[config.mk]
export PLATFORM = sky130hd
export DESIGN_NAME = indexed_block_allocator_flat
export DESIGN_NICKNAME = d
export VERILOG_FILES = /design/src/design/iba_pkg.sv /design/src/design/iba_if.sv /design/src/design/iba_ctrl.sv /design/src/design/iba_datapath.sv /design/src/design/indexed_block_allocator.sv /design/src/flat_wrapper.sv
export SDC_FILE = /design/constraint.sdc
export NUM_CORES = 2
export LEC_CHECK = 0
export BUFFER_PORTS_ARGS = -buffer_cell sky130_fd_sc_hd__buf_2
export CORE_UTILIZATION = 53
export CTS_BUF_LIST = sky130_fd_sc_hd__clkbuf_2 sky130_fd_sc_hd__clkbuf_4 sky130_fd_sc_hd__clkbuf_8
export DETAILED_ROUTE_END_ITERATION = 8
export PLACE_DENSITY_LB_ADDON = 0.25
export SYNTH_ARGS = -nofsm -noshare
export SYNTH_HDL_FRONTEND = slang
export SYNTH_SLANG_ARGS = --single-unit
[constraint.sdc]
create_clock -name clock -period 9.73 [get_ports clock]
set_input_delay 0 -clock clock [delete_from_list [all_inputs] [get_ports clock]]
set_output_delay 0 -clock clock [all_outputs]
set_load 0.01 [all_outputs]
[src/design/iba_pkg.sv]
`timescale 1ns / 1ps
`default_nettype none

package iba_pkg;

   // default sizes
   localparam int DEF_DISK_BLOCKS     = 256;
   localparam int DEF_MAX_FILES       = 16;
   localparam int DEF_MAX_FILE_BLOCKS = 16;

   // fixed field widths
   localparam int KIND_W         = 1;
   localparam int FILE_ID_W      = 4;
   localparam int BLOCK_COUNT_W  = 5;
   localparam int STATUS_W       = 3;
   localparam int BLOCK_NUMBER_W = 8;
   localparam int ACTIVE_W       = 9;

   // compare widths wide enough for the parameter ranges
   localparam int COUNT_CMP_W = 7;
   localparam int FILE_CMP_W  = 9;

   // request kinds
   localparam logic [KIND_W-1:0] KIND_CREATE = 1'b0;
   localparam logic [KIND_W-1:0] KIND_DELETE = 1'b1;

   // result status codes
   localparam logic [STATUS_W-1:0] ST_OK        = 3'd0;
   localparam logic [STATUS_W-1:0] ST_NO_SPACE  = 3'd1;
   localparam logic [STATUS_W-1:0] ST_BAD_COUNT = 3'd2;
   localparam logic [STATUS_W-1:0] ST_ID_IN_USE = 3'd3;
   localparam logic [STATUS_W-1:0] ST_NOT_FOUND = 3'd4;

   // controller to datapath
   typedef struct packed {
      logic                accept;
      logic                clear_step;
      logic                scan_start;
      logic                scan_run;
      logic                del_start;
      logic                del_run;
      logic                dir_del;
      logic                reply_load;
      logic [STATUS_W-1:0] reply_status;
   } iba_cmd_type;

   // datapath to controller
   typedef struct packed {
      logic                clear_done;
      logic                req_delete;
      logic [STATUS_W-1:0] chk_status;
      logic                del_last;
      logic                scan_finish;
      logic                rsp_free;
   } iba_stat_type;

endpackage

`default_nettype wire

[src/design/iba_if.sv]
`timescale 1ns / 1ps
`default_nettype none

// request channel
interface iba_req_if
   import iba_pkg::*;
();
   logic                     valid;
   logic                     ready;
   logic [KIND_W-1:0]        kind;
   logic [FILE_ID_W-1:0]     file_id;
   logic [BLOCK_COUNT_W-1:0] block_count;

   modport source (output valid, output kind, output file_id, output block_count,
                   input ready);
   modport sink   (input valid, input kind, input file_id, input block_count,
                   output ready);
endinterface

// result channel
interface iba_rsp_if
   import iba_pkg::*;
();
   logic                      valid;
   logic                      ready;
   logic [STATUS_W-1:0]       status;
   logic [BLOCK_NUMBER_W-1:0] block_number;
   logic                      last;

   modport source (output valid, output status, output block_number, output last,
                   input ready);
   modport sink   (input valid, input status, input block_number, input last,
                   output ready);
endinterface

`default_nettype wire

[src/design/iba_ctrl.sv]
`timescale 1ns / 1ps
`default_nettype none

module iba_ctrl
   import iba_pkg::*;
(
   input  wire logic         clock,
   input  wire logic         reset,
   input  wire logic         csr_we,
   input  wire logic         req_valid,
   output logic              req_ready,
   input  wire iba_stat_type stat,
   output iba_cmd_type       cmd
);

   localparam logic [2:0] S_CLEAR    = 3'd0;
   localparam logic [2:0] S_IDLE     = 3'd1;
   localparam logic [2:0] S_CHECK    = 3'd2;
   localparam logic [2:0] S_SCAN     = 3'd3;
   localparam logic [2:0] S_DEL      = 3'd4;
   localparam logic [2:0] S_DEL_DONE = 3'd5;
   localparam logic [2:0] S_REPLY    = 3'd6;

   logic [2:0]          state_ff, state_in;
   logic [STATUS_W-1:0] code_ff, code_in;

   assign req_ready = (state_ff == S_IDLE);

   always_comb begin
      state_in = state_ff;
      code_in  = code_ff;
      cmd      = '0;
      cmd.reply_status = code_ff;
      case (state_ff)
         S_CLEAR: begin
            cmd.clear_step = 1'b1;
            if (stat.clear_done) begin
               state_in = S_IDLE;
            end
         end
         S_IDLE: begin
            if (req_valid) begin
               cmd.accept = 1'b1;
               state_in   = S_CHECK;
            end
         end
         S_CHECK: begin
            code_in = stat.chk_status;
            if (stat.chk_status != ST_OK) begin
               state_in = S_REPLY;
            end else if (stat.req_delete) begin
               cmd.del_start = 1'b1;
               state_in      = S_DEL;
            end else begin
               cmd.scan_start = 1'b1;
               state_in       = S_SCAN;
            end
         end
         S_SCAN: begin
            cmd.scan_run = 1'b1;
            if (stat.scan_finish) begin
               state_in = S_IDLE;
            end
         end
         S_DEL: begin
            cmd.del_run = 1'b1;
            if (stat.del_last) begin
               state_in = S_DEL_DONE;
            end
         end
         S_DEL_DONE: begin
            cmd.dir_del = 1'b1;
            code_in     = ST_OK;
            state_in    = S_REPLY;
         end
         S_REPLY: begin
            if (stat.rsp_free) begin
               cmd.reply_load = 1'b1;
               state_in       = S_IDLE;
            end
         end
         default: begin
            state_in = S_CLEAR;
         end
      endcase
      // a register write restarts the clearing pass
      if (csr_we) begin
         state_in = S_CLEAR;
      end
   end

   always_ff @(posedge clock) begin
      if (reset) begin
         state_ff <= S_CLEAR;
      end else begin
         state_ff <= state_in;
      end
      code_ff <= code_in;
   end

endmodule

`default_nettype wire

[src/design/iba_datapath.sv]
`timescale 1ns / 1ps
`default_nettype none

module iba_datapath
   import iba_pkg::*;
#(
   parameter int DISK_BLOCKS     = DEF_DISK_BLOCKS,
   parameter int MAX_FILES       = DEF_MAX_FILES,
   parameter int MAX_FILE_BLOCKS = DEF_MAX_FILE_BLOCKS
) (
   input  wire logic                      clock,
   input  wire logic                      reset,
   input  wire logic                      csr_we,
   input  wire logic [ACTIVE_W-1:0]       csr_wdata,
   input  wire logic [KIND_W-1:0]         req_kind,
   input  wire logic [FILE_ID_W-1:0]      req_file_id,
   input  wire logic [BLOCK_COUNT_W-1:0]  req_block_count,
   input  wire iba_cmd_type               cmd,
   output iba_stat_type                   stat,
   output logic                           rsp_valid,
   input  wire logic                      rsp_ready,
   output logic [STATUS_W-1:0]            rsp_status,
   output logic [BLOCK_NUMBER_W-1:0]      rsp_block_number,
   output logic                           rsp_last
);

   localparam int BLK_W     = $clog2(DISK_BLOCKS);
   localparam int FREE_W    = $clog2(DISK_BLOCKS + 1);
   localparam int FILE_W    = $clog2(MAX_FILES);
   localparam int CNT_W     = $clog2(MAX_FILE_BLOCKS + 1);
   localparam int IDX_DEPTH = MAX_FILES * MAX_FILE_BLOCKS;
   localparam int IDX_AW    = $clog2(IDX_DEPTH);
   localparam int ACT_CMP_W = (FREE_W > ACTIVE_W) ? FREE_W : ACTIVE_W;
   localparam int FC_W      = (FREE_W > COUNT_CMP_W) ? FREE_W : COUNT_CMP_W;
   localparam int BLK_EXT_W = (BLK_W > BLOCK_NUMBER_W) ? BLK_W : BLOCK_NUMBER_W;
   localparam int ACT_RESET = (DISK_BLOCKS < 256) ? DISK_BLOCKS : 256;

   // latched request
   logic [KIND_W-1:0]        req_kind_ff;
   logic [FILE_ID_W-1:0]     req_id_ff;
   logic [BLOCK_COUNT_W-1:0] req_count_ff;

   // directory
   logic             valid_ff [MAX_FILES];
   logic [CNT_W-1:0] len_ff   [MAX_FILES];
   logic [FREE_W-1:0] free_total_ff;

   // memories
   logic             map_mem [DISK_BLOCKS];
   logic [BLK_W-1:0] idx_mem [IDX_DEPTH];
   logic             map_rdata_ff;
   logic [BLK_W-1:0] idx_rdata_ff;
   logic             idx_live_ff;

   // counters
   logic [BLK_W-1:0] clr_addr_ff;
   logic [BLK_W-1:0] rd_addr_ff;
   logic [CNT_W-1:0] taken_ff;
   logic [CNT_W-1:0] del_k_ff;

   logic                      rsp_valid_ff;
   logic [STATUS_W-1:0]       rsp_status_ff;
   logic [BLOCK_NUMBER_W-1:0] rsp_block_ff;
   logic                      rsp_last_ff;

   logic [FILE_CMP_W-1:0]  id_wide;
   logic                   id_ok;
   logic [FILE_W-1:0]      id_sel;
   logic                   sel_valid;
   logic [CNT_W-1:0]       sel_len;
   logic [COUNT_CMP_W-1:0] count_cmp;
   logic                   bad_count;
   logic                   no_space;
   logic [STATUS_W-1:0]    chk_status;
   logic [IDX_AW-1:0]      slot_base;
   logic                   rsp_free;
   logic                   free_hit;
   logic                   emit;
   logic                   stall;
   logic                   finish;
   logic [BLK_W-1:0]       map_raddr;
   logic                   map_we;
   logic [BLK_W-1:0]       map_waddr;
   logic                   map_wdata;
   logic [IDX_AW-1:0]      idx_waddr;
   logic [IDX_AW-1:0]      idx_raddr;
   logic [BLK_EXT_W-1:0]   blk_ext;
   logic [ACT_CMP_W-1:0]   wdata_cmp;
   logic [FREE_W-1:0]      active_sat;

   // request checks
   assign id_wide   = FILE_CMP_W'(req_id_ff);
   assign id_ok     = id_wide < FILE_CMP_W'(MAX_FILES);
   assign id_sel    = id_wide[FILE_W-1:0];
   assign sel_valid = id_ok && valid_ff[id_sel];
   assign sel_len   = len_ff[id_sel];
   assign count_cmp = COUNT_CMP_W'(req_count_ff);
   assign bad_count = (count_cmp == '0) || (count_cmp > COUNT_CMP_W'(MAX_FILE_BLOCKS));
   assign no_space  = FC_W'(free_total_ff) < FC_W'(req_count_ff);

   always_comb begin
      if (req_kind_ff == KIND_DELETE) begin
         chk_status = sel_valid ? ST_OK : ST_NOT_FOUND;
      end else if (bad_count) begin
         chk_status = ST_BAD_COUNT;
      end else if (sel_valid || !id_ok) begin
         chk_status = ST_ID_IN_USE;
      end else if (no_space) begin
         chk_status = ST_NO_SPACE;
      end else begin
         chk_status = ST_OK;
      end
   end

   assign slot_base = IDX_AW'(id_sel) * IDX_AW'(MAX_FILE_BLOCKS);

   // first-fit scan, one bitmap cell per cycle unless the result side stalls
   assign rsp_free = !rsp_valid_ff || rsp_ready;
   assign free_hit = cmd.scan_run && !map_rdata_ff;
   assign emit     = free_hit && rsp_free;
   assign stall    = free_hit && !rsp_free;
   assign finish   = emit && ((COUNT_CMP_W'(taken_ff) + COUNT_CMP_W'(1)) == count_cmp);

   always_comb begin
      if (cmd.scan_start) begin
         map_raddr = '0;
      end else if (stall) begin
         map_raddr = rd_addr_ff;
      end else begin
         map_raddr = rd_addr_ff + BLK_W'(1);
      end
   end

   // bitmap write port
   always_comb begin
      map_we    = 1'b0;
      map_waddr = clr_addr_ff;
      map_wdata = 1'b0;
      if (cmd.clear_step) begin
         map_we = 1'b1;
      end else if (emit) begin
         map_we    = 1'b1;
         map_waddr = rd_addr_ff;
         map_wdata = 1'b1;
      end else if (idx_live_ff) begin
         map_we    = 1'b1;
         map_waddr = idx_rdata_ff;
      end
   end

   always_ff @(posedge clock) begin
      if (map_we) begin
         map_mem[map_waddr] <= map_wdata;
      end
      map_rdata_ff <= map_mem[map_raddr];
   end

   assign idx_waddr = slot_base + IDX_AW'(taken_ff);
   assign idx_raddr = slot_base + IDX_AW'(del_k_ff);

   always_ff @(posedge clock) begin
      if (emit) begin
         idx_mem[idx_waddr] <= rd_addr_ff;
      end
      idx_rdata_ff <= idx_mem[idx_raddr];
   end

   assign wdata_cmp  = ACT_CMP_W'(csr_wdata);
   assign active_sat = (wdata_cmp > ACT_CMP_W'(DISK_BLOCKS)) ? FREE_W'(DISK_BLOCKS)
                                                             : FREE_W'(wdata_cmp);

   always_ff @(posedge clock) begin
      if (cmd.accept) begin
         req_kind_ff  <= req_kind;
         req_id_ff    <= req_file_id;
         req_count_ff <= req_block_count;
      end
      rd_addr_ff <= map_raddr;
      if (cmd.scan_start) begin
         taken_ff <= '0;
      end else if (emit) begin
         taken_ff <= taken_ff + CNT_W'(1);
      end
      if (cmd.del_start) begin
         del_k_ff <= '0;
      end else if (cmd.del_run) begin
         del_k_ff <= del_k_ff + CNT_W'(1);
      end
   end

   // directory, free count, clear pointer
   always_ff @(posedge clock) begin
      if (reset || csr_we) begin
         for (int f = 0; f < MAX_FILES; f++) begin
            valid_ff[f] <= 1'b0;
            len_ff[f]   <= '0;
         end
         free_total_ff <= reset ? FREE_W'(ACT_RESET) : active_sat;
         clr_addr_ff   <= '0;
         idx_live_ff   <= 1'b0;
      end else begin
         idx_live_ff <= cmd.del_run;
         if (cmd.clear_step) begin
            clr_addr_ff <= clr_addr_ff + BLK_W'(1);
         end
         if (finish) begin
            valid_ff[id_sel] <= 1'b1;
            len_ff[id_sel]   <= CNT_W'(req_count_ff);
            free_total_ff    <= free_total_ff - FREE_W'(req_count_ff);
         end else if (cmd.dir_del) begin
            valid_ff[id_sel] <= 1'b0;
            len_ff[id_sel]   <= '0;
            free_total_ff    <= free_total_ff + FREE_W'(sel_len);
         end
      end
   end

   // output register
   assign blk_ext = BLK_EXT_W'(rd_addr_ff);

   always_ff @(posedge clock) begin
      if (reset) begin
         rsp_valid_ff <= 1'b0;
      end else if (cmd.reply_load || emit) begin
         rsp_valid_ff <= 1'b1;
      end else if (rsp_ready) begin
         rsp_valid_ff <= 1'b0;
      end
      if (cmd.reply_load) begin
         rsp_status_ff <= cmd.reply_status;
         rsp_block_ff  <= '0;
         rsp_last_ff   <= 1'b1;
      end else if (emit) begin
         rsp_status_ff <= ST_OK;
         rsp_block_ff  <= blk_ext[BLOCK_NUMBER_W-1:0];
         rsp_last_ff   <= finish;
      end
   end

   assign rsp_valid        = rsp_valid_ff;
   assign rsp_status       = rsp_status_ff;
   assign rsp_block_number = rsp_block_ff;
   assign rsp_last         = rsp_last_ff;

   assign stat.clear_done  = (clr_addr_ff == BLK_W'(DISK_BLOCKS - 1));
   assign stat.req_delete  = (req_kind_ff == KIND_DELETE);
   assign stat.chk_status  = chk_status;
   assign stat.del_last    = (del_k_ff == (sel_len - CNT_W'(1)));
   assign stat.scan_finish = finish;
   assign stat.rsp_free    = rsp_free;

endmodule

`default_nettype wire

[src/design/indexed_block_allocator.sv]
// Indexed block allocator: a used/free bitmap over the managed disk blocks plus a
// directory of files by numeric id, each with an index list of its blocks. A create
// beat gets one result beat per allocated block (lowest free blocks first, last set
// on the final one) or a single error beat; a delete gets one beat. One request is
// worked at a time. A create scans the bitmap one block per cycle from block zero,
// pausing while the result side stalls; a delete reads its index list one block per
// cycle. After reset and after every write of active_blocks a clearing pass empties
// the bitmap, during which no request is taken. Writing active_blocks also empties
// the directory.
`timescale 1ns / 1ps
`default_nettype none

module indexed_block_allocator
   import iba_pkg::*;
#(
   parameter int DISK_BLOCKS     = DEF_DISK_BLOCKS,
   parameter int MAX_FILES       = DEF_MAX_FILES,
   parameter int MAX_FILE_BLOCKS = DEF_MAX_FILE_BLOCKS
) (
   input  wire logic                clock,
   input  wire logic                reset,
   iba_req_if.sink                  req_bus,
   iba_rsp_if.source                rsp_bus,
   input  wire logic                csr_we,
   input  wire logic [ACTIVE_W-1:0] csr_wdata
);

   // command and status between the sequencer and the datapath
   iba_cmd_type  cmd;
   iba_stat_type stat;

   // sequencer: clearing pass, request checks, scan and delete steps
   iba_ctrl u_ctrl (
      .clock     (clock),
      .reset     (reset),
      .csr_we    (csr_we),
      .req_valid (req_bus.valid),
      .req_ready (req_bus.ready),
      .stat      (stat),
      .cmd       (cmd)
   );

   // bitmap, index lists, directory and the result register
   iba_datapath #(
      .DISK_BLOCKS     (DISK_BLOCKS),
      .MAX_FILES       (MAX_FILES),
      .MAX_FILE_BLOCKS (MAX_FILE_BLOCKS)
   ) u_datapath (
      .clock            (clock),
      .reset            (reset),
      .csr_we           (csr_we),
      .csr_wdata        (csr_wdata),
      .req_kind         (req_bus.kind),
      .req_file_id      (req_bus.file_id),
      .req_block_count  (req_bus.block_count),
      .cmd              (cmd),
      .stat             (stat),
      .rsp_valid        (rsp_bus.valid),
      .rsp_ready        (rsp_bus.ready),
      .rsp_status       (rsp_bus.status),
      .rsp_block_number (rsp_bus.block_number),
      .rsp_last         (rsp_bus.last)
   );

endmodule

`default_nettype wire

[src/flat_wrapper.sv]
// flat-port wrapper written by rule: the top's interface ports become plain ports
module indexed_block_allocator_flat import iba_pkg::*;
#(
   parameter int DISK_BLOCKS     = DEF_DISK_BLOCKS,
   parameter int MAX_FILES       = DEF_MAX_FILES,
   parameter int MAX_FILE_BLOCKS = DEF_MAX_FILE_BLOCKS
)
  (clock, reset, csr_we, csr_wdata, req_bus_valid, req_bus_kind, req_bus_file_id, req_bus_block_count, req_bus_ready, rsp_bus_valid, rsp_bus_status, rsp_bus_block_number, rsp_bus_last, rsp_bus_ready);
  iba_req_if req_bus_i ();
  iba_rsp_if rsp_bus_i ();
  input  wire logic clock;
  input  wire logic reset;
  input  wire logic csr_we;
  input  wire logic [ACTIVE_W-1:0] csr_wdata;
  input wire logic [$bits(req_bus_i.valid)-1:0] req_bus_valid;
  input wire logic [$bits(req_bus_i.kind)-1:0] req_bus_kind;
  input wire logic [$bits(req_bus_i.file_id)-1:0] req_bus_file_id;
  input wire logic [$bits(req_bus_i.block_count)-1:0] req_bus_block_count;
  output wire logic [$bits(req_bus_i.ready)-1:0] req_bus_ready;
  output wire logic [$bits(rsp_bus_i.valid)-1:0] rsp_bus_valid;
  output wire logic [$bits(rsp_bus_i.status)-1:0] rsp_bus_status;
  output wire logic [$bits(rsp_bus_i.block_number)-1:0] rsp_bus_block_number;
  output wire logic [$bits(rsp_bus_i.last)-1:0] rsp_bus_last;
  input wire logic [$bits(rsp_bus_i.ready)-1:0] rsp_bus_ready;
  assign req_bus_i.valid = req_bus_valid;
  assign req_bus_i.kind = req_bus_kind;
  assign req_bus_i.file_id = req_bus_file_id;
  assign req_bus_i.block_count = req_bus_block_count;
  assign req_bus_ready = req_bus_i.ready;
  assign rsp_bus_valid = rsp_bus_i.valid;
  assign rsp_bus_status = rsp_bus_i.status;
  assign rsp_bus_block_number = rsp_bus_i.block_number;
  assign rsp_bus_last = rsp_bus_i.last;
  assign rsp_bus_i.ready = rsp_bus_ready;
  indexed_block_allocator #(.DISK_BLOCKS(DISK_BLOCKS), .MAX_FILES(MAX_FILES), .MAX_FILE_BLOCKS(MAX_FILE_BLOCKS)) u_core (.clock(clock), .reset(reset), .req_bus(req_bus_i), .rsp_bus(rsp_bus_i), .csr_we(csr_we), .csr_wdata(csr_wdata));
endmodule
## Word-level counts from Yosys, hierarchy flattened

Memory sizes are Yosys's and may differ from the RTL's. A register that Yosys moved wholly into a read port is not among the register bits.
Index checks and enable logic that the tools add are counted.

- Equality and inequality tests: 14
- Bitwise logic cells: 2
- Order comparisons: 4
- Reductions and logical operators: 25
- Mux-type cells: 69
- Add/subtract/negate cells: 10

Operators by type and width:

| cell | count |
|---|---|
| 9-bit two-way mux | 5 |
| 8-bit two-way mux | 5 |
| 1-bit two-way mux | 38 |
| 3-bit two-way mux | 11 |
| 3-bit one-hot mux with 7 select lines | 1 |
| 8-bit by 1-bit adder with 8-bit output, second input constant | 2 |
| 8-bit by 5-bit adder with 8-bit output | 2 |
| 4-bit two-way mux | 4 |
| 5-bit by 1-bit adder with 5-bit output, second input constant | 2 |
| 5-bit two-way mux | 2 |
| 9-bit by 5-bit adder with 9-bit output | 1 |
| 3-bit == test, second input constant | 3 |
| 9-bit > comparator, second input constant | 1 |
| 9-bit by 5-bit less-than comparator with 1-bit output | 1 |
| 9-bit by 5-bit subtractor with 9-bit output | 1 |
| 8-bit == test, second input constant | 1 |
| 7-bit logical NOT | 1 |
| 5-bit by 1-bit adder with 6-bit output, second input constant | 1 |
| 3-bit by 2-bit == test with 1-bit output, second input constant | 2 |
| 6-bit by 5-bit == test with 1-bit output | 1 |
| 2-bit inequality test, second input constant | 3 |
| 3-bit one-hot mux with 2 select lines | 1 |
| 2-bit nonzero test | 3 |
| 3-bit nonzero test | 2 |
| other kinds (16) | 30 |

- Bits of input ports: 24
- Bits in writable memories: 2400
- Flip-flop bits (word level): 65
- Memories kept: 4
- Output and inout bits: 14

Memory list:

| name | words | bits a word | rd ports | clocked after memory_dff | wr ports | line | RTL |
|---|---|---|---|---|---|---|---|
| u_core.u_datapath.idx_mem | 256 | 8 | 1 | 1 | 1 | iba_datapath.sv:50 | `logic [BLK_W-1:0] idx_mem [IDX_DEPTH];` |
| u_core.u_datapath.map_mem | 256 | 1 | 1 | 1 | 1 | iba_datapath.sv:49 | `logic map_mem [DISK_BLOCKS];` |
| u_core.u_datapath.len_ff | 16 | 5 | 1 | 1 | 16 | iba_datapath.sv:45 | `logic [CNT_W-1:0] len_ff [MAX_FILES];` |
| u_core.u_datapath.valid_ff | 16 | 1 | 1 | 1 | 16 | iba_datapath.sv:44 | `logic valid_ff [MAX_FILES];` |

## Longest topological paths before layout

- Word-level depth: 11
- Mapped depth: 16
- Gate-level depth less buffers: 14

## Hierarchy

From an unflattened synthesis, not the netlist that was laid out.

- Cells, all modules: 4947
- Area total of the unflattened synthesis: 98610.8 µm²

Modules (own cells, without submodules):

| module | times used | cells each | area each (µm²) |
|---|---|---|---|
| iba_datapath | 1 | 4896 | 98172.9 |
| iba_ctrl | 1 | 51 | 437.9 |

## Worst setup path before layout

No wires, ideal clock.

- Path kind: reg2reg
- Start: register u_core.u_datapath.rsp_valid_ff, in the netlist u_core.u_datapath.rsp_valid
- End: memory u_core.u_datapath.map_mem[0], data pin
- Data arrival time: 5.577 ns
- Setup slack: 3.107 ns
- Setup time: 1.046 ns
- Path buffers: 4
- Required time: 8.684 ns
- Stages on the path, launching flop included: 8
- Cell sequence: dfxtp_1 > nand2b_1 > clkbuf_1 > nand2_1 > inv_1 > clkbuf_1 > clkbuf_1 > buf_1

- Longest elaborated chain between the ends: 5

Ends and longest elaborated chain:

| what | line | RTL |
|---|---|---|
| start, declared | iba_datapath.sv:61 | `logic rsp_valid_ff;` |
| start signal, assigned | iba_datapath.sv:223 | `rsp_valid_ff <= 1'b0;` |
| start signal, assigned | iba_datapath.sv:225 | `rsp_valid_ff <= 1'b1;` |
| start signal, assigned | iba_datapath.sv:227 | `rsp_valid_ff <= 1'b0;` |
| 1-bit logical NOT | iba_datapath.sv:118 | `assign rsp_free = !rsp_valid_ff \|\| rsp_ready;` |
| 1-bit logical OR | iba_datapath.sv:118 |  |
| 1-bit logical AND | iba_datapath.sv:120 | `assign emit = free_hit && rsp_free;` |
| 1-bit two-way mux | iba_datapath.sv:141 | `end else if (emit) begin` |
| 1-bit two-way mux | iba_datapath.sv:139 | `if (cmd.clear_step) begin` |
| named net u_core.u_datapath.map_wdata | iba_datapath.sv:84 | `logic map_wdata;` |
| end, declared | iba_datapath.sv:49 |  |

The timed path passes the listed nets, and every way through them passes these cells.

## Final worst setup path

- Start: register u_core.u_ctrl.state_ff[2]
- End: memory u_core.u_datapath.map_mem[11], enable pin

- Longest elaborated chain between the ends: 8
- Elaborated cells between the ends (all ways): 12
- Those cells by class: eq/ne (1); mux (8); reduce/logical (3)

Ends and longest elaborated chain:

| what | line | RTL |
|---|---|---|
| start, declared | iba_ctrl.sv:24 | `logic [2:0] state_ff, state_in;` |
| start signal, assigned | iba_ctrl.sv:96 | `state_ff <= state_in;` |
| 3-bit by 2-bit == test with 1-bit output | iba_ctrl.sv:34 | `case (state_ff)` |
| 1-bit two-way mux | iba_ctrl.sv:34 |  |
| 1-bit logical AND | iba_datapath.sv:119 | `assign free_hit = cmd.scan_run && !map_rdata_ff;` |
| 1-bit logical AND | iba_datapath.sv:120 |  |
| 1-bit two-way mux | iba_datapath.sv:141 |  |
| 1-bit two-way mux | iba_datapath.sv:139 |  |
| 1-bit two-way mux | iba_datapath.sv:152 | `if (map_we) begin` |
| 1-bit two-way mux (not written as such) | iba_datapath.sv:153 | `map_mem[map_waddr] <= map_wdata;` |

Parallel ways exist; a longest one is shown, timed or not.

==> results.cfg <==
[drt]
drc_errors = 0
wl_met2_mm = 115
wl_per_cell_um = 29.7
route.met3.wl_mm = 21.4
routed_wl_mm = 239
postRouteAntennaNets = 0
maxUsedRoutingLayer = met5
drt_iter0_drc = 6446
drt_first_pass_iters = 5
viasPerCell = 6.29
vias = 50700
drt-met1-wl_mm = 96.2

[run]
drv_cap = 0

[floorplan]
initial_core_util_pct = 53.4
core_um2 = 186000
std_cell_rows = 158
boundaryPins = 38
die_x_um = 434
die-height_um = 434
die_area_um2 = 189000

[timing]
fmax_ghz = 0.200
skew_ns = 0.0628
worstMarginPinSlew_ns = 1.25
maxSlewHeadroom_pct = 16.6
drv_slew = 0
final-hold-violation-count = 0
setup_ws_ns = 4.73
rsz0062_at_grt = no
finalHoldWorstSlack_ns = 0.181
period_minus_slack_ns = 5.00
setup_violations = 0
post-route-period-util_pct = 51.4
setup_tns_ns = 0

[place]
portBuffers = 37
dp_hpwl_mm = 139
placedCellCount = 7288
place.gp.congestion = 0.929
preCtsSetupSlack_ns = 4.80

[clocking]
clk_pin_slew_ns = 0.06
numCtsBuffers = 407
cts_buffer_depth = 4
tritoncts = yes
clk-insertion-delay-late_ns = 1.07
clock_sinks = 2478
cts_resized = 0
ctsHoldBuffers = 57
clockRootBuffer = clkbuf_8
cts_max_level = 5
cts_setup_buffers = 0

[synthesis]
syn-cell-area_um2 = 99100
synth.avg_cell_area_um2 = 19.8
ys_seq_area_share_pct = 74.6
async_reset_ff_share_pct = 0
yosysTopAreaCellShare_pct = 73.5
synth_cell_type_count = 88
synth_seq_cells = 2478
ys.flop_type = edfxtp_1
syn_inst = 5015
ys_warn_count = 0
synth.area.top_cells = edfxtp_1 (73%), mux4_2 (16%), nor2_1 (2.3%)
synth.largest_area_cell = edfxtp_1
synth_edf_count = 2425
syn-num-nets = 5063

[min_path]
min_path_type = in2reg

[finish]
final_nets = 5322
area_growth_syn_to_layout_pct = 11.2
instances_no_fill = 8059
drive_gt1_share_pct = 26.9

[setup_path]
required_ns = 10.46
end_kind = flip-flop
critPathLaunchType = flip-flop
path_class = reg2reg
cp_max_fo = 63
arrival_ns = 5.73

[global_routing]
grt_overflow = 0
grt_pass1_wl_mm = 349
antenna_found_initial = 8
grt_pass1_vias = 50600
grt_max_degree = 217
grt_use_total_pct = 25.6

[pwr]
p_per_area_nw_per_um2 = 215
p_leak_nw = 33.2
peakVddDrop_uv = 244

[outcome]
status = completed
-- worst paths after layout --
kind / start / endpoint / slack (ns) / cells past startpoint
max: u_core.u_ctrl.state_ff[2] / u_core.u_datapath.map_mem[11] / 4.73 / 8
min: reset / u_core.u_ctrl.state_ff[2] / 0.18 / 4
max reg2reg: u_core.u_ctrl.state_ff[2] / u_core.u_datapath.map_mem[11] / 4.73 / 8
min reg2reg: u_core.u_datapath.rsp_block_number[3] / u_core.u_datapath.rsp_block_number[3] / 0.48 / 1
-- placed cells by master, fill, tap and decap left out, types with 37 or more instances in the layout --
cell type,synthesis,layout
edfxtp_1,2425,2425
mux4_2,709,709
nor2_1,610,610
clkbuf_8,0,421
nand2_1,224,224
clkbuf_4,0,123
clkinv_1,4,108
nor3_1,79,79
buf_4,4,63
dlygate4sd3_1,0,57
o21ai_0,55,55
a21oi_1,55,54
nand3_1,66,50
clkinv_2,0,44
dfxtp_1,53,41
buf_2,61,37
-- Yosys cell counts (22+ instances only) --
cell type and number:
nor2_1 610, buf_1 40, mux2i_1 28, clkbuf_1 202, buf_2 61, dfxtp_1 53
o21ai_0 55, ha_1 22, nand2_1 224, a21oi_1 55, xor2_1 23, mux4_2 709
xnor2_1 24, nor3_1 79, edfxtp_1 2425, nand3_1 66, and2_1 29
-- flip-flops by register name, summed over array words and instances (netlist names), named ones only --
register,flops
u_core.u_ctrl.code_ff,3
u_core.u_datapath.req_count_ff,5
u_core.u_datapath.rsp_block_number,8
u_core.u_datapath.free_total_ff,9
u_core.u_datapath.taken_ff,5
u_core.u_datapath.req_kind_ff,1
u_core.u_datapath.idx_mem,2048
u_core.u_ctrl.state_ff,3
u_core.u_datapath.idx_live_ff,1
u_core.u_datapath.map_mem,256
u_core.u_datapath.rsp_status,3
u_core.u_datapath.del_k_ff,5
u_core.u_datapath.map_rdata_ff,1
u_core.u_datapath.idx_rdata_ff,8
u_core.u_datapath.id_sel,4
u_core.u_datapath.rsp_last,1
u_core.u_datapath.clr_addr_ff,8
u_core.u_datapath.rsp_valid,1
u_core.u_datapath.len_ff,80
u_core.u_datapath.valid_ff,16
u_core.u_datapath.blk_ext,8
-- logic make-up after synthesis --
kind of cell / synth area share [%]
muxes: 16.6
and+or+nand+nor: 4.73
DFF: 74.6
AOI/OAI and AO/OA: 1.93
adders and majority gates: 0.318
buffers and inverters: 1.46
xor gates and xnor gates: 0.415
-- critical path: stages, from the launching register on --
cell      delay, ns
dfxtp_1        0.55
and4bb_2       0.32
nand2_1        0.34
clkinv_4       0.48
o21ai_0        1.04
a21oi_1        0.26
nor3_1         0.69
nand2_1        0.69
nor2_1         0.29
-- report_power, final --
group | switching [mW] | internal (mW)
registers | 0.290 | 12.7
clock network | 4.02 | 4.75
logic | 1.42 | 0.522
-- through the flow --
| step | instance area [um2] | total power, mW | util [%] |
|---|---|---|---|
| 6_report | 110000 | 23.7 | 59.3 |
| 5_1_grt | 110000 | 24.4 | 59.3 |
| 3_3_place_gp | 102000 | 15.0 | 54.9 |
| 4_1_cts | 110000 | 23.8 | 59.3 |
| 3_5_place_dp | 102000 | 15.1 | 54.9 |
| 2_1_floorplan | 99100 | 14.4 | - |
-- area by class of cell --
class	instances	area [um2]
fillers	13300	75500
repair buffers	166	1410
inverters	24	95.1
diodes	4	10.0
clock inverters	166	1000
clock buffers	544	6720
flip-flops and latches	2478	73900
well taps	2480	3100
multi-input cells	2197	23900
-- routing by layer --
layer / vias up / GRT usage, %
li1: 21000 / -
met1: 26800 / 37.3
met2: 2486 / 39.8
met3: 442 / 4.99
met4: 4 / 7.68
met5: - / 0
No activity file was read; power rests on OpenSTA's default activity.
